[src/hw/rtl/tbar_pkg.sv]
`timescale 1ns / 1ps
`default_nettype none
package tbar_pkg;

  localparam int unsigned COORD_BITS = 20;
  localparam int unsigned ID_BITS    = 24;
  localparam int unsigned RAT_BITS   = 32;
  localparam int unsigned KEY_BITS   = 64;

  // edge vectors, box extents, cross product
  localparam int unsigned EW  = COORD_BITS + 1;
  localparam int unsigned XW  = COORD_BITS;
  localparam int unsigned PRW = 2 * EW;
  localparam int unsigned MW  = 2 * COORD_BITS + 1;
  localparam int unsigned ML  = MW / 2;
  localparam int unsigned MH  = MW - ML;
  // squared length and its root
  localparam int unsigned SW  = 2 * MW + 2;
  localparam int unsigned RW  = SW / 2;
  localparam int unsigned TRW = RW - 1;
  // box surface area, split for the key multiply
  localparam int unsigned SAW = 2 * COORD_BITS + 3;
  localparam int unsigned SL  = SAW / 2;
  localparam int unsigned SH  = SAW - SL;
  // divider remainder and key product
  localparam int unsigned DW  = TRW + RAT_BITS;
  localparam int unsigned OW  = TRW + 16;
  localparam int unsigned PW  = SAW + RAT_BITS;
  localparam int unsigned PXW = (PW > 81) ? PW : 81;

  localparam logic [RAT_BITS-1:0] THR_RESET = 32'h0010_0000;

  typedef logic signed [COORD_BITS-1:0] coord_t;

  typedef struct packed {
    coord_t             ax;
    coord_t             ay;
    coord_t             az;
    coord_t             bx;
    coord_t             by_coord;
    coord_t             bz;
    coord_t             cx;
    coord_t             cy;
    coord_t             cz;
    logic [ID_BITS-1:0] tri_id;
    logic               last_in;
  } tri_in_t;

  typedef struct packed {
    coord_t              min_x;
    coord_t              min_y;
    coord_t              min_z;
    coord_t              max_x;
    coord_t              max_y;
    coord_t              max_z;
    logic [ID_BITS-1:0]  tri_id_out;
    logic                selected;
    logic [RAT_BITS-1:0] area_ratio;
    logic [KEY_BITS-1:0] priority_key;
    logic                last_out;
  } tri_out_t;

  // data that rides along the whole pipe
  typedef struct packed {
    coord_t             min_x;
    coord_t             min_y;
    coord_t             min_z;
    coord_t             max_x;
    coord_t             max_y;
    coord_t             max_z;
    logic [ID_BITS-1:0] tri_id;
    logic               last;
  } side_t;

  // word handed between square root cells
  typedef struct packed {
    side_t          side;
    logic [SAW-1:0] sa;
    logic [SW-1:0]  rem;
    logic [RW-1:0]  root;
  } sq_t;

  // word handed between divider cells
  typedef struct packed {
    side_t               side;
    logic [SAW-1:0]      sa;
    logic [DW-1:0]       rem;
    logic [TRW-1:0]      tri_area;
    logic                ovf;
    logic [RAT_BITS-1:0] quo;
  } dv_t;

  function automatic coord_t min3(coord_t a, coord_t b, coord_t c);
    coord_t m;
    m = (a < b) ? a : b;
    return (m < c) ? m : c;
  endfunction

  function automatic coord_t max3(coord_t a, coord_t b, coord_t c);
    coord_t m;
    m = (a > b) ? a : b;
    return (m > c) ? m : c;
  endfunction

endpackage
`default_nettype wire

[src/hw/rtl/tbar_div_cell.sv]
`timescale 1ns / 1ps
`default_nettype none
module tbar_div_cell #(
  parameter int unsigned BIT = 0
) (
  input  logic          clk_i,
  input  logic          rst_ni,
  input  logic          en_i,
  input  logic          valid_i,
  input  tbar_pkg::dv_t data_i,
  output logic          valid_o,
  output tbar_pkg::dv_t data_o
);
  import tbar_pkg::*;

  logic [DW-1:0] dsr;
  logic          take;
  dv_t           nxt;
  logic          valid_q;
  dv_t           data_q;

  // restoring step: subtract divisor aligned to this quotient bit
  always_comb begin
    dsr  = DW'(data_i.tri_area) << BIT;
    take = data_i.rem >= dsr;
    nxt  = data_i;
    if (take) begin
      nxt.rem = data_i.rem - dsr;
      nxt.quo = data_i.quo | (RAT_BITS'(1) << BIT);
    end
  end

  always_ff @(posedge clk_i or negedge rst_ni) begin
    if (!rst_ni) begin
      valid_q <= 1'b0;
    end else if (en_i) begin
      valid_q <= valid_i;
    end
  end

  always_ff @(posedge clk_i) begin
    if (en_i) begin
      data_q <= nxt;
    end
  end

  assign valid_o = valid_q;
  assign data_o  = data_q;

endmodule
`default_nettype wire

[config.mk]
export PLATFORM = sky130hd
export DESIGN_NAME = tbar_div_cell
export DESIGN_NICKNAME = d
export VERILOG_FILES = /design/src/hw/rtl/tbar_pkg.sv /design/src/hw/rtl/tbar_div_cell.sv
export SDC_FILE = /design/constraint.sdc
export NUM_CORES = 1
export LEC_CHECK = 0
export BUFFER_PORTS_ARGS = -buffer_cell sky130_fd_sc_hd__buf_2
export CAP_MARGIN = 40
export CORE_AREA = 4 4 262 264
export DETAILED_ROUTE_END_ITERATION = 12
export DIE_AREA = 0 0 266 268
export PLACE_DENSITY = 0.51
export REMOVE_ABC_BUFFERS = 1
export SYNTH_ARGS = -nofsm -noshare
export SYNTH_HDL_FRONTEND = slang
export SYNTH_SLANG_ARGS = --single-unit
[constraint.sdc]
create_clock -name clk_i -period 0.8 [get_ports clk_i]
set_input_delay 0.2 -clock clk_i [delete_from_list [all_inputs] [get_ports clk_i]]
set_output_delay 0.2 -clock clk_i [all_outputs]
set_load 0.05 [all_outputs]
======== Yosys cells after proc, flatten, opt, wreduce, memory -nomap -nowiden ========
Index checks and enable logic that the tools add are counted.
W data, S select, Z words.
storage, ports and cells
  input port bits ......................... 339
  logic and storage cells ................. 18
  output and inout bits ................... 336
  register bits after elaboration ......... 336
cells by class
  add/sub/neg operators ................... 1
  magnitude comparators ................... 1
  mux-type cells .......................... 1
operator list
  cell              count
  $ge A73 B41 Y1    1
  $mux W73          1
  $sub A73 B41 Y73  1

======== Logic depth before layout (Yosys ltp) ========
  depth in word-level cells ............... 2
  gate-level depth with buffers ........... 14
  mapped depth without buffers ............ 12

======== Worst setup path before layout ========
Ideal clock, no wire load.
  kind .................................... in2reg
  from .................................... input data_i[47] in the netlist's numbering
  to ...................................... register data_q, in the netlist data_o[143] (data pin)
  path buffers ............................ 1
  arrival time ............................ 2.465 ns
  required time ........................... 0.540 ns
  setup slack ............................. -1.925 ns
  library setup time ...................... 0.260 ns
  cell stages on the path ................. 12
  cell sequence ........................... inv_1 -> ha_1 -> buf_2 -> a21oi_1 -> o21bai_1 -> a21o_1 -> or3_1 -> o21ai_2 -> o211ai_1 -> or4_1 -> nor2_1 -> xor2_1
RTL lines
  what                  line                 source
  start, declared       tbar_div_cell.sv:10  input tbar_pkg::dv_t data_i,
  end signal, assigned  tbar_div_cell.sv:43  data_q <= nxt;
  end, declared         tbar_div_cell.sv:20  dv_t data_q;

==> impl_metrics.tcl <==
set metrics [dict create \
    status "complete, but fails checks" \
    violations "negative setup slack" \
    setup_viol 410 \
    max-vdd-ir-drop_v 0.00112 \
    io_buffer_count 674 \
    max_freq_ghz 0.409 \
    numCtsBuffers 41 \
    grt_pass1_wl_um 99200 \
    synth_ff_type "edfxtp_1" \
    layout-drive-gt1-share 0.551 \
    routabilityCongestion 0.870 \
    endpoint_kind "register" \
    dpl.hpwl_um 53700 \
    fin_crit_sh 3.05 \
    cts_root_buf "clkbuf_16" \
    hold_viol 0 \
    dp_cells 2757 \
    ys_seq_elements 336 \
    avgSynthCellArea_um2 14.6 \
    wirelength_um 72700 \
    clkTransAtPathRegs_ps 60 \
    crit_type "in -> reg" \
    cp.required_ps 1100 \
    ys_seq_area_frac 0.710 \
    synth_edf_count 335 \
    final.setup.tns_ps -288860 \
    synthArstFlopShare 0.00298 \
    final_nets 2646 \
    slew_headroom 0.633 \
    yosys-top-cells-area "edfxtp_1, ha_1, xnor2_1" \
    drt-initial-drc-count 782 \
    grt_use_total 0.189 \
    antenna_left 0 \
    first_pass_iters 5 \
    cap_viol_max_count 0 \
    fin_skew_ps 0 \
    synth.distinct_cells 75 \
    area_growth_pct 113 \
    slew_violations 0 \
    fp.dieH_um 268 \
    drc 0 \
    start_kind "primary input" \
    ios 675 \
    coreArea_mm2 0.0666 \
    grt_pass1_vias 14600 \
    clock_latency_ps 540 \
    dieArea_mm2 0.0713 \
    instances_no_fill 3175 \
    grt_max_degree 33 \
    power_density_mw_per_mm2 1950 \
    die_x_um 266 \
    viasPerCell 4.29 \
    h-tree-depth 2 \
    min_path_type "in -> reg" \
    fin_ws_ps -1640 \
    rsz0062_at_grt "true" \
    placementRows 95 \
    synth_top_area_cell "edfxtp_1" \
    yosysWarnings 0 \
    routedWlPerCell_um 22.9 \
    routed-via-count 13600 \
    yosysTopAreaCellShare 0.708 \
    cp.arrival_ps 2740 \
    cts.sinks 336 \
    critPathMaxFanout 5 \
    cts_buffer_depth 3 \
    antenna_found_initial 21 \
    grt.overflow.total 0 \
    worstMarginPinSlew_ps 545 \
    fin_crit_ps 2440 \
    initial_core_util 0.213 \
    syn_area_mm2 0.0142 \
    leakage_uw 0.0128 \
    syn_inst 976 \
    cts_tree "done" \
]
## critical path, stage by stage
cell and delay, ps:
buf_8 100, or4_4 540, or4_4 460, nor4_4 160, buf_4 160, o31a_1 220
buf_4 140, o211a_4 180, buf_12 130, buf_12 140, buf_12 120, clkbuf_16 150
o21ai_2 50
## layout make-up
class	instances	area, µm²
Clock inverter	24	178
Clock buffer	49	1080
Antenna cell	7	17.5
Tap cell	873	1090
Timing Repair Buffer	1279	12500
Sequential cell	336	10100
Fill cell	5828	36300
Multi-Input combinational cell	557	5160
Inverter	50	208
## cells by family (layout without fill, tap and decap cells)
logic type,count (synthesis),in the layout,synth area share
adders and majority gates,42,42,0.0375
DFF,336,336,0.710
muxes,7,7,0.00546
AOI/OAI and AO/OA,193,193,0.0870
and+or+nand+nor,244,244,0.0905
other,0,7,0
buffers and inverters,83,1402,0.0256
xor gates and xnor gates,71,71,0.0438
## path summary, 6_finish.rpt
check,from,to,slack (ps),cells after the start
worst max-delay path,data_i[142],data_o[102],-1640,13
worst min-delay path,data_i[77],data_o[77],20,2
worst max register to register,valid_o,valid_o,40,1
worst min register to register,valid_o,valid_o,540,1
max in group asynchronous,rst_ni,valid_o,170,3
min in group asynchronous,rst_ni,valid_o,520,3
## sequential cells by signal (all words and copies together), names as in the netlist
| signal | count |
|---|---|
| valid_o | 1 |
| data_o | 335 |
## cell usage after synthesis (4+ instances only)
| cell type | count |
|---|---|
| and3_1 | 7 |
| xor2_1 | 33 |
| nor4b_1 | 4 |
| a21o_1 | 31 |
| nor2_1 | 41 |
| o21ai_1 | 30 |
| a21oi_1 | 49 |
| o21bai_1 | 10 |
| ha_1 | 41 |
| nand2b_1 | 9 |
| a31oi_1 | 6 |
| nor2b_1 | 8 |
| clkbuf_1 | 10 |
| nand4_1 | 15 |
| xnor2_1 | 38 |
| edfxtp_1 | 335 |
| o211ai_1 | 7 |
| mux2_1 | 5 |
| nand3_1 | 12 |
| nand2_1 | 86 |
| buf_2 | 18 |
| nor4_1 | 13 |
| nor3_1 | 16 |
| or3_1 | 4 |
| o21ai_0 | 24 |
| o21a_1 | 5 |
| inv_1 | 50 |
## per-layer routing
metal,share of wire,vias up,global-route usage,wire length [µm]
li1,-,6274,-,-
met1,0.38,6627,0.218,27500
met2,0.48,550,0.317,35200
met3,0.083,158,0.0624,6000
met4,0.054,16,0.0967,3900
met5,0.0013,-,0,97
## power breakdown
part / switching, µW / internal, µW / total, µW
clock: 7660 / 10000 / 17700
sequential: 1120 / 21300 / 22400
combinational: 10400 / 8530 / 18900
total: 19200 / 39900 / 59100
## cell usage in the layout (no fill, tap or decap), types with 9 or more instances in the layout
master and count:
nor4_1 10, ha_1 14, a21oi_2 16, buf_12 150, nand2_2 16, xnor2_1 30, o21ai_0 9, ha_4 27
o21ai_2 30, a21o_1 31, buf_6 236, nor2_1 30, edfxtp_1 335, buf_4 258, nand2_4 21, clkbuf_16 44
dlygate4sd3_1 297, nor3_1 11, buf_2 322, inv_1 38, a21oi_1 31, xor2_1 33, nand4_1 15, buf_8 11
nand2_1 49
## through the flow
step                      hold slack [ps]  worst slack, ps  instance area [µm²]   util  power, µW
after floorplan                     -95.6            -2830                14000      -      29800
after global routing                 7.02            -1690                30300  0.455      61200
after global placement              -23.6            -2790                22600  0.340      37700
after CTS                           -8.85            -1610                29500  0.443      59000
final                                25.0            -1640                30300  0.455      59100
after detailed placement            -19.8            -2780                22600  0.340      37800
## repair_timing
action	in CTS	in global routing
endpoints found under the hold margin	297	0
gates resized for setup	630	148
gates cloned	6	2
pin swaps	73	70
setup endpoints to repair	410	410
hold buffers	297	0
setup buffers	28	15
(Power assumes the default switching activity.)
