File: src/hw/rtl/tbar_pkg.sv
`timescale 1ns / 1ps
`default_nettype none
package tbar_pkg;

  localparam int unsigned COORD_BITS = 20;
  localparam int unsigned ID_BITS    = 24;
  localparam int unsigned RAT_BITS   = 32;
  localparam int unsigned KEY_BITS   = 64;

  // edge vectors, box extents, cross product
  localparam int unsigned EW  = COORD_BITS + 1;
  localparam int unsigned XW  = COORD_BITS;
  localparam int unsigned PRW = 2 * EW;
  localparam int unsigned MW  = 2 * COORD_BITS + 1;
  localparam int unsigned ML  = MW / 2;
  localparam int unsigned MH  = MW - ML;
  // squared length and its root
  localparam int unsigned SW  = 2 * MW + 2;
  localparam int unsigned RW  = SW / 2;
  localparam int unsigned TRW = RW - 1;
  // box surface area, split for the key multiply
  localparam int unsigned SAW = 2 * COORD_BITS + 3;
  localparam int unsigned SL  = SAW / 2;
  localparam int unsigned SH  = SAW - SL;
  // divider remainder and key product
  localparam int unsigned DW  = TRW + RAT_BITS;
  localparam int unsigned OW  = TRW + 16;
  localparam int unsigned PW  = SAW + RAT_BITS;
  localparam int unsigned PXW = (PW > 81) ? PW : 81;

  localparam logic [RAT_BITS-1:0] THR_RESET = 32'h0010_0000;

  typedef logic signed [COORD_BITS-1:0] coord_t;

  typedef struct packed {
    coord_t             ax;
    coord_t             ay;
    coord_t             az;
    coord_t             bx;
    coord_t             by_coord;
    coord_t             bz;
    coord_t             cx;
    coord_t             cy;
    coord_t             cz;
    logic [ID_BITS-1:0] tri_id;
    logic               last_in;
  } tri_in_t;

  typedef struct packed {
    coord_t              min_x;
    coord_t              min_y;
    coord_t              min_z;
    coord_t              max_x;
    coord_t              max_y;
    coord_t              max_z;
    logic [ID_BITS-1:0]  tri_id_out;
    logic                selected;
    logic [RAT_BITS-1:0] area_ratio;
    logic [KEY_BITS-1:0] priority_key;
    logic                last_out;
  } tri_out_t;

  // data that rides along the whole pipe
  typedef struct packed {
    coord_t             min_x;
    coord_t             min_y;
    coord_t             min_z;
    coord_t             max_x;
    coord_t             max_y;
    coord_t             max_z;
    logic [ID_BITS-1:0] tri_id;
    logic               last;
  } side_t;

  // word handed between square root cells
  typedef struct packed {
    side_t          side;
    logic [SAW-1:0] sa;
    logic [SW-1:0]  rem;
    logic [RW-1:0]  root;
  } sq_t;

  // word handed between divider cells
  typedef struct packed {
    side_t               side;
    logic [SAW-1:0]      sa;
    logic [DW-1:0]       rem;
    logic [TRW-1:0]      tri_area;
    logic                ovf;
    logic [RAT_BITS-1:0] quo;
  } dv_t;

  function automatic coord_t min3(coord_t a, coord_t b, coord_t c);
    coord_t m;
    m = (a < b) ? a : b;
    return (m < c) ? m : c;
  endfunction

  function automatic coord_t max3(coord_t a, coord_t b, coord_t c);
    coord_t m;
    m = (a > b) ? a : b;
    return (m > c) ? m : c;
  endfunction

endpackage
`default_nettype wire

File: src/hw/rtl/tbar_sqrt_cell.sv
`timescale 1ns / 1ps
`default_nettype none
module tbar_sqrt_cell #(
  parameter int unsigned BIT = 0
) (
  input  logic          clk_i,
  input  logic          rst_ni,
  input  logic          en_i,
  input  logic          valid_i,
  input  tbar_pkg::sq_t data_i,
  output logic          valid_o,
  output tbar_pkg::sq_t data_o
);
  import tbar_pkg::*;

  localparam int unsigned TW = SW + 2;

  logic [TW-1:0] trial;
  logic          take;
  sq_t           nxt;
  logic          valid_q;
  sq_t           data_q;

  // (r + 2^b)^2 - r^2 = r*2^(b+1) + 2^(2b); root holds only bits above b
  always_comb begin
    trial = (TW'(data_i.root) << (BIT + 1)) | (TW'(1) << (2 * BIT));
    take  = TW'(data_i.rem) >= trial;
    nxt   = data_i;
    if (take) begin
      nxt.rem  = data_i.rem - SW'(trial);
      nxt.root = data_i.root | (RW'(1) << BIT);
    end
  end

  always_ff @(posedge clk_i or negedge rst_ni) begin
    if (!rst_ni) begin
      valid_q <= 1'b0;
    end else if (en_i) begin
      valid_q <= valid_i;
    end
  end

  always_ff @(posedge clk_i) begin
    if (en_i) begin
      data_q <= nxt;
    end
  end

  assign valid_o = valid_q;
  assign data_o  = data_q;

endmodule
`default_nettype wire

File: config.mk
export PLATFORM = sky130hd
export DESIGN_NAME = tbar_sqrt_cell
export DESIGN_NICKNAME = d
export VERILOG_FILES = /design/src/hw/rtl/tbar_pkg.sv /design/src/hw/rtl/tbar_sqrt_cell.sv
export SDC_FILE = /design/constraint.sdc
export NUM_CORES = 1
export LEC_CHECK = 0
export BUFFER_PORTS_ARGS = -buffer_cell sky130_fd_sc_hd__buf_2
export CAP_MARGIN = 0
export CORE_AREA = 2 2 246 248
export DETAILED_ROUTE_END_ITERATION = 6
export DIE_AREA = 0 0 248 250
export SYNTH_ARGS = -nofsm -noshare
export SYNTH_HDL_FRONTEND = slang
export SYNTH_SLANG_ARGS = --single-unit
File: constraint.sdc
create_clock -name clk_i -period 0.8 [get_ports clk_i]
set_clock_uncertainty 0.15 [all_clocks]
set_input_delay 0.16 -clock clk_i [delete_from_list [all_inputs] [get_ports clk_i]]
set_output_delay 0.16 -clock clk_i [all_outputs]
set_load 0.01 [all_outputs]
; Yosys cells after proc, flatten, opt, wreduce, memory -nomap -nowiden
; Index checks and enable logic that the tools add are counted.
[totals]
elab_cells = 16
input_bits = 318
out_inout_bits = 315
regBits = 315
latch_bits = 0
n_memories = 0
mem_bits_ro = 0
ram_bits = 0
[op_classes]
bitwise_logic = 0
magnitude_cmp = 1
add_sub_neg = 1
div_mod_pow = 0
n_reduce_logical = 0
multipliers = 0
n_mux = 1
shifts = 0
n_eq_ne = 0
[op_table]
columns = op, n
row1 = $mux W126, 1
row2 = $ge A84 B43 Y1, 1
row3 = $sub A84 B43 Y84, 1

; Longest topological paths before layout
; Gate-level depths: netlist of the first run.
[logic_depth]
depth_word = 2
mapped_depth = 14
depth_no_buf = 11

; Least setup slack after synthesis of the first run
; No wires, ideal clock.
[synth_path]
path_type = input to register
from = input data_i[40] in the netlist's numbering
to = register data_q (netlist bit data_o[103]), data pin
required_ns = 0.394
n_path_buf = 2
setup_time_ns = 0.256
arrival_time_ns = 3.097
cell_stages = 13
slack_ns = -2.704
path_cell_list = inv_1 -> ha_1 -> clkbuf_1 -> a21o_1 -> a2111o_1 -> or4_4 -> or4b_1 -> a21oi_2 -> and2_1 -> buf_6 -> a2111oi_2 -> and3_4 -> a22o_1
[synth_rtl]
columns = item, line
row1 = start: declaration, tbar_sqrt_cell.sv:10  ; input tbar_pkg::sq_t data_i,
row2 = end signal: assignment, tbar_sqrt_cell.sv:45  ; data_q <= nxt;
row3 = end: declaration, tbar_sqrt_cell.sv:22  ; sq_t data_q;

==> results.ini, run 1 <==
[sta]
max-slew-margin-rel_pct=56.5
fin_crit_sh_pct=359
final-hold-violation-count=139
maxSlewViolCount=0
fin_crit_ps=2870
setup_slack_ps=-2070
clock.fmax_mhz=348
tightest_slew_ps=646
rsz0062_at_grt=yes
setup-violations-final=405
holdWs_ps=-208

[cells_and_area]
fillers=5459
area_delta_synth_final_pct=89.1
multi_input_area_um2=4890
nets=2607
layout_common_cells=buf_2, buf_4, edfxtp_1
fin_area_um2=25800
final_cells=3060
regArea_um2=9450
layout-drive-gt1-share_pct=53.5
final_common_cell=buf_2

[pwr]
p_int_mw=35.4
leakagePower_nw=11.0
comb_power_share_pct=22.3
pwr-share-seq_pct=42.4
p_per_area_nw_per_um2=1870
p_switching_mw=13.0
p_sw_share_pct=26.8
peakVddDrop_uv=2070
pwr-share-clk_pct=35.3

[routing]
drt_first_iter_violations=770
routed_wl_um=64000
antenna_left=0
vias_per_cell=4.38
firstDrtPassIters=5
wl_per_cell_um=20.9
drc=0
vias=13400

[die]
io_pins=633
die_x_um=248
core_um2=59600
row_count=90
die_area_um2=62000
start_util_pct=22.9
fp.dieH_um=250

[min_path]
hold_class=primary input to flop
min_to=data_o[7]
hp-start=data_i[7]
worstHoldPathCells=2

[global_routing]
antenna_found_initial=16
grt_pass1_vias=14200
met1_usage_pct=21.4
grt_max_degree=30
use_met2_pct=35.7
grt_use_total_pct=19.5
busiest_layer=met2
grtUsageMet3_pct=5.16
grt_pass1_wl_um=89300
gr-total-overflow=0

[synthesis]
synth_edf_count=314
yosysSeqAreaShare_pct=69.2
synth-seq-cells=315
synth_ff_type=edfxtp_1
netlist_instances=1011
ys_warn_count=0
syn_area_um2=13700
synth_cell_types=58
syn_area_per_cell_um2=13.5
async_flop_share_pct=0.317
synth_fp_nets=1373

[cts]
ctsHtreeMaxLevel=2
cts_tree=yes
clkSinkCount=315
cts_buffers=38
insertion_delay_ps=540
clkTransAtPathRegs_ps=60
cts_buffer_depth=3
root_buffer=clkbuf_16

[critical_path]
regToRegSetupSlack_ps=-80
r2r_start=valid_o
critPathLaunchType=primary input
critPathArrivalTime_ps=3020
crit_fanout=4
critPathBufInv=2
critPathRequiredTime_ps=950
worstRegToRegCells=1
slowest_delay_ps=530
r2r-end=valid_o
crit_family=simple AND/OR/NAND/NOR gates
path_common_cell=or4_4
cp_slowest_cell=or4_4
end_kind=flop
worstPathCellList=buf_6 > or4_4 > a2111o_1 > or4_4 > or4b_4 > a21oi_4 > and2_4 > a2111oi_4 > buf_4 > and3_4 > a22o_1
worstSetupPathType=primary input to flop

[status]
status=complete, but fails checks
violations=hold timing, setup timing

[placement]
place_inst=2714
finalWeightedCongestion=0.850
io_buffers=632
place_area_um2=20300
post-dp-hpwl_um=47400

[job]
maxCapViolCount=0

how the worst max path moves through the flow:
| stage | start | end | slack, ps | depth (start not counted) |
|---|---|---|---|---|
| 6_report | data_i[89] | data_o[103] | -2070 | 11 |
| 2_1_floorplan | data_i[83] | data_o[103] | -2390 | 12 |
| 3_3_place_gp | data_i[0] | data_o[114] | -2850 | 14 |
| 4_1_cts | data_i[89] | data_o[103] | -2100 | 11 |
| 5_1_grt | data_i[88] | data_o[103] | -2110 | 11 |
| 3_5_place_dp | data_i[89] | data_o[122] | -2890 | 10 |
cells by family (layout without fill, tap and decap cells):
family                     Yosys count  in the layout  synth area share (%)
xor gates and xnor gates            79             79                  5.07
muxes                                1              1                0.0825
adders and majority gates           44             44                  4.09
AOI/OAI and AO/OA                  199            199                  8.69
buffers and inverters               87           1347                  2.57
other                                0              7                     0
DFF                                315            315                  69.2
and+or+nand+nor                    286            286                  10.3
per-layer routing:
| layer | part of all wire, % | up-vias |
|---|---|---|
| met5 | 0.12 | - |
| met4 | 3.7 | 12 |
| met3 | 7.5 | 126 |
| met2 | 51 | 534 |
| met1 | 37 | 6479 |
| li1 | - | 6267 |
power by group through the flow:
stage / sequential, mW / combinational (mW) / clock [mW]
2_1_floorplan: 21.5 / 2.29 / 0
3_3_place_gp: 20.8 / 8.61 / 0
3_5_place_dp: 20.7 / 8.69 / 0
4_1_cts: 20.5 / 10.3 / 17.5
5_1_grt: 20.6 / 11.5 / 18.1
6_report: 20.5 / 10.8 / 17.1
final cells by class:
class	count	area share, %
diodes	7	0.0678
repair buffers	1223	35.1
flip-flops and latches	315	36.6
well taps	782	3.79
multi-input cells	609	18.9
clock buffers	43	3.84
clock inverters	23	0.814
inverters	58	0.862
synthesized netlist by cell type, drive strengths merged (3+ instances only):
cell type,count,area (um^2)
edfxtp,314,9430
a21oi,92,464
nand2,78,293
nor2,74,278
inv,58,218
xnor2,58,508
o21ai,45,225
ha,43,538
nand4,27,169
nor3,26,130
clkbuf,23,86.3
xor2,21,184
nand3,19,95.1
a21o,14,105
nor4,14,87.6
o21bai,9,67.6
and3,8,55.1
a211oi,7,52.6
buf,6,47.5
or3,6,37.5
nand2b,5,31.3
or4,5,41.3
and2,4,25.0
nor4b,4,35.0
o21a,4,30.0
a31oi,3,18.8
and3b,3,26.3
nor2b,3,18.8
o221ai,3,26.3
state kept, by name, indices dropped and copies added, names as in the netlist:
register  cells
valid_o       1
data_o      314
metrics by stage:
step	power (mW)	utilization [%]	worst slack (ps)	setup TNS [ps]
finish	48.4	43.3	-2070	-348770
global placement	29.4	34.1	-2850	-325360
global route	50.3	43.3	-2110	-368680
CTS	48.2	42.1	-2100	-363390
detailed placement	29.4	34.1	-2890	-334250
floorplan	23.8	-	-2390	-185380
timing repair:
item,4_1_cts,5_1_grt
pin swaps,32,21
cloned,8,1
endpoints found under the setup margin,401,404
hold buffers,240,1
buffers inserted,15,14
endpoints found under the hold margin,379,141
resized for setup,213,142
(Power assumes the default switching activity.)
==> run 2, diff against run 1 <==
CTS_CLUSTER_SIZE = 8   (was unset)
SETUP_SLACK_MARGIN = 0.2   (was unset)
==> results.ini, run 2 (same netlist as run 1, synthesis figures left out) <==
[min_path]
hold_class=primary input to flop

[global_routing]
met1_usage_pct=20.6  ; -0.80 points
grtUsageMet3_pct=5.33  ; +0.17 points
busiest_layer=met2
use_met2_pct=33.6  ; -2.0 points
antenna_found_initial=21  ; +5
gr-total-overflow=0  ; unchanged
grt_pass1_wl_um=84000  ; -6.0%
grt_use_total_pct=18.5  ; -0.93 points
grt_pass1_vias=13200  ; -7.3%
grt_max_degree=30  ; unchanged

[placement]
io_buffers=632  ; unchanged
finalWeightedCongestion=0.850  ; unchanged
post-dp-hpwl_um=47400  ; unchanged
place_area_um2=20300  ; unchanged
place_inst=2714  ; unchanged

[routing]
antenna_left=0  ; unchanged
wl_per_cell_um=21.4  ; +2.5%
drc=0  ; unchanged
routed_wl_um=60900  ; -4.8%
firstDrtPassIters=5  ; unchanged
drt_first_iter_violations=683  ; -11%
vias_per_cell=4.41  ; +0.64%
vias=12500  ; -6.6%

[cells_and_area]
final_cells=2841  ; -7.2%
layout_common_cells=buf_2, buf_4, edfxtp_1
post-route-util_pct=39.8  ; -3.5 points
layout-drive-gt1-share_pct=59.0  ; +5.6 points
largest_reg_flops=314  ; unchanged
area_delta_synth_final_pct=73.6
final_common_cell=buf_2
nets=2395  ; -8.1%
fin_area_um2=23700  ; -8.2%
fillers=5695  ; +4.3%

[cts]
cts_buffer_depth=3  ; unchanged
hold_buffers=11  ; -95%
insertion_delay_ps=550  ; about the same
root_buffer=clkbuf_16
clkTransAtPathRegs_ps=50  ; about the same
clkSinkCount=315  ; unchanged
cts_tree=yes
ctsHtreeMaxLevel=2  ; unchanged
cts_buffers=46  ; +21%

[sta]
tightest_slew_ps=671  ; +25.0 ps
maxSlewViolCount=0  ; unchanged
holdWs_ps=-374  ; -166 ps
fin_crit_ps=2860  ; -5.91 ps
setup_slack_ps=-2060  ; +5.91 ps
final-hold-violation-count=377  ; +170%
setup-violations-final=401  ; -0.99%
clock.fmax_mhz=349  ; +0.21%
max-slew-margin-rel_pct=54.8  ; -1.7 points
rsz0062_at_grt=yes
fin_crit_sh_pct=358  ; -0.74 points

[critical_path]
critPathBufInv=2  ; unchanged
worstPathCellList=buf_2 > ha_4 > a21o_1 > a2111o_1 > or4_4 > or4b_4 > a21oi_4 > and2_4 > a2111oi_4 > clkbuf_16 > and3_4 > a22o_1
critPathLaunchType=primary input
critPathRequiredTime_ps=970  ; +20 ps
slowest_delay_ps=510  ; -20 ps
critPathArrivalTime_ps=3030  ; about the same
cp_slowest_cell=or4b_4
end_kind=flop
worstSetupPathType=primary input to flop
crit_fanout=5  ; +1
crit_family=simple AND/OR/NAND/NOR gates

[job]
maxCapViolCount=0  ; unchanged

[die]
io_pins=633  ; unchanged
die_area_um2=62000  ; unchanged
row_count=90  ; unchanged
fp.dieH_um=250  ; unchanged
die_x_um=248  ; unchanged
start_util_pct=22.9  ; unchanged
core_um2=59600  ; unchanged

[pwr]
peakVddDrop_uv=1900  ; -8.0%
finalPower_mw=48.4  ; about the same
leakagePower_nw=10.3  ; -6.5%
p_per_area_nw_per_um2=2040  ; +8.8%

[status]
status=complete, but fails checks
violations=hold timing, setup timing

run 2: layer usage:
layer | part of all wire [%] | vias to the layer above
li1 | - | 5845
met1 | 37 | 6079
met2 | 52 | 494
met3 | 7.9 | 112
met4 | 2.8 | 8
met5 | 0.099 | -
run 2: through the flow:
stage	setup slack, ps	TNS, ps
floorplan	-2390	-185380
global placement	-2850	-325360
detailed placement	-2890	-334250
CTS	-2080	-366060
global route	-2100	-370590
finish	-2060	-350780
run 2: power by group:
part	internal (mW)	total [mW]	switching (mW)
Combinational	4.82	9.79	4.97
Sequential	20.0	20.5	0.553
Clock	10.9	18.0	7.15
run 2: timing repair:
item	CTS	global route
endpoints found under the hold margin	379	378
resized for setup	203	154
setup buffers	15	17
cloned	8	2
endpoints found under the setup margin	404	470
pin swaps	42	40
run 2: worst paths after layout:
path | startpoint | end | slack [ps] | cells after the start
max | data_i[83] | data_o[103] | -2060 | 12
min | data_i[232] | data_o[232] | -370 | 1
max reg2reg | valid_o | valid_o | -90 | 1
min reg2reg | valid_o | valid_o | 360 | 1
max in group asynchronous | rst_ni | valid_o | 650 | 2
min in group asynchronous | rst_ni | valid_o | -230 | 2
run 2: final cells by class:
cell class / count / area (um^2) / area share, %
well taps: 782 / 978 / 4.13
repair buffers: 1003 / 6910 / 29.2
clock inverters: 5 / 68.8 / 0.290
diodes: 9 / 22.5 / 0.0950
flip-flops and latches: 315 / 9450 / 39.9
clock buffers: 60 / 1220 / 5.17
multi-input cells: 609 / 4820 / 20.3
inverters: 58 / 225 / 0.950
==> run 3, diff against run 2 <==
MAX_ROUTING_LAYER = met4   (was unset)
==> results.ini, run 3 (same netlist as run 1, synthesis figures left out) <==
[placement]
finalWeightedCongestion=0.866  ; +2.0%
io_buffers=632  ; unchanged
dp_slack_ps=-2830  ; +54.3 ps
post-dp-hpwl_um=47100  ; -0.47%

[pwr]
leakagePower_nw=10.0  ; -2.7%
peakVddDrop_uv=1510  ; -20%
p_per_area_nw_per_um2=2070  ; +1.7%

[cts]
root_buffer=clkbuf_16
cts_buffer_depth=3  ; unchanged
cts_buffers=46  ; unchanged
clkTransAtPathRegs_ps=50  ; about the same
insertion_delay_ps=540  ; about the same
ctsHtreeMaxLevel=2  ; unchanged
hold_buffers=6  ; -5
clkSinkCount=315  ; unchanged
cts_tree=yes

[min_path]
worstHoldPathCells=1  ; unchanged
hold_class=primary input to flop

[routing]
antenna_left=0  ; unchanged
drt_first_iter_violations=651  ; -4.7%
routed_wl_um=59900  ; -1.6%
vias_per_cell=4.37  ; -0.91%
drc=0  ; unchanged
vias=12400  ; -1.5%
wl_per_cell_um=21.2  ; -1.1%
firstDrtPassIters=5  ; unchanged

[critical_path]
r2r-end=valid_o
critPathRequiredTime_ps=960  ; about the same
r2r_start=valid_o
crit_start=data_i[83]
critPathArrivalTime_ps=3010  ; -20 ps
worstSetupPathType=primary input to flop
endpoint=data_o[103]
worstRegToRegCells=1  ; unchanged
regToRegSetupSlack_ps=-100  ; about the same
critPathLaunchType=primary input
crit_fanout=4  ; -1
end_kind=flop

[cells_and_area]
layout-drive-gt1-share_pct=56.2  ; -2.8 points
nets=2375  ; -0.84%
post-route-util_pct=38.7  ; -1.1 points
final_common_cell=buf_2
fillers=5773  ; +1.4%
layout_common_cells=buf_2, edfxtp_1, buf_4
area_delta_synth_final_pct=68.6
largest_reg_flops=314  ; unchanged

[die]
core_um2=59600  ; unchanged
die_area_um2=62000  ; unchanged
io_pins=633  ; unchanged
fp.dieH_um=250  ; unchanged
start_util_pct=22.9  ; unchanged
die_x_um=248  ; unchanged
row_count=90  ; unchanged

[status]
status=complete, but fails checks
violations=hold timing, setup timing

[job]
maxCapViolCount=0  ; unchanged

[sta]
max-slew-margin-rel_pct=65.1  ; +10 points
rsz0062_at_grt=yes
final-hold-violation-count=337  ; -11%
clock.fmax_mhz=351  ; +0.63%
setup-violations-final=401  ; unchanged
fin_crit_ps=2850  ; -18.0 ps
fin_crit_sh_pct=356  ; -2.2 points
setup_slack_ps=-2050  ; +18.0 ps
tns_ps=-348950  ; +1830 ps
holdWs_ps=-370  ; +3.48 ps
maxSlewViolCount=0  ; unchanged
tightest_slew_ps=518  ; -153 ps

[global_routing]
grt_max_degree=32  ; +6.7%
grt_use_total_pct=18.7  ; +0.15 points
antenna_found_initial=25  ; +19%
grt_pass1_wl_um=82200  ; -2.1%
gr-total-overflow=0  ; unchanged
grt_pass1_vias=12700  ; -3.3%

-- run 3: layout make-up --
cell class	instances	area (um^2)	share of cell area (%)
repair buffers	983	6590	28.6
flip-flops and latches	315	9450	41.1
multi-input cells	609	4460	19.4
diodes	14	35.0	0.152
clock buffers	59	1220	5.30
clock inverters	5	68.8	0.299
well taps	782	978	4.25
inverters	58	223	0.967
-- run 3: how the worst min path moves through the flow --
stage	slack, ps	startpoint	endpoint
3_3_place_gp	-220	rst_ni	valid_o
2_1_floorplan	-290	rst_ni	valid_o
4_1_cts	-410	data_i[287]	data_o[287]
5_1_grt	-410	data_i[197]	data_o[197]
6_report	-370	data_i[147]	data_o[147]
3_5_place_dp	-210	rst_ni	valid_o
-- run 3: stage by stage --
step	area [um^2]	total power [mW]	cells	hold slack, ps
5_1_grt	23000	49.8	2824	-409
3_5_place_dp	20300	29.4	2711	-215
6_report	23000	47.8	2825	-370
4_1_cts	22500	48.2	2797	-414
2_1_floorplan	13800	23.8	1011	-286
3_3_place_gp	20300	29.4	2711	-216
-- run 3: layer usage --
layer	vias up	wire, um	global-route usage [%]
met5	-	0	-
met4	0	1040	4.07
met3	77	4660	5.24
met2	482	31500	33.6
met1	5988	22800	20.2
li1	5807	-	-
-- run 3: power breakdown --
group | switching [mW] | internal, mW | total, mW
sequential | 0.544 | 20.0 | 20.5
combinational | 4.82 | 4.52 | 9.34
clock | 7.05 | 10.9 | 17.9
-- run 3: repair_timing --
item / in CTS / in global routing
resized for setup: 164 / 73
setup buffers: 10 / 12
cloned: 6 / 2
endpoints found under the setup margin: 420 / 420
endpoints found under the hold margin: 374 / 356
pin swaps: 23 / 11
-- run 3: critical path, cell delays in order --
cell and delay (ps):
buf_2 140, ha_4 240, a21o_1 180, a2111o_1 440, or4_4 440, or4b_4 500, a21oi_2 140, and2_4 200
a2111oi_4 50, buf_12 150, and3_4 180, a22o_1 200
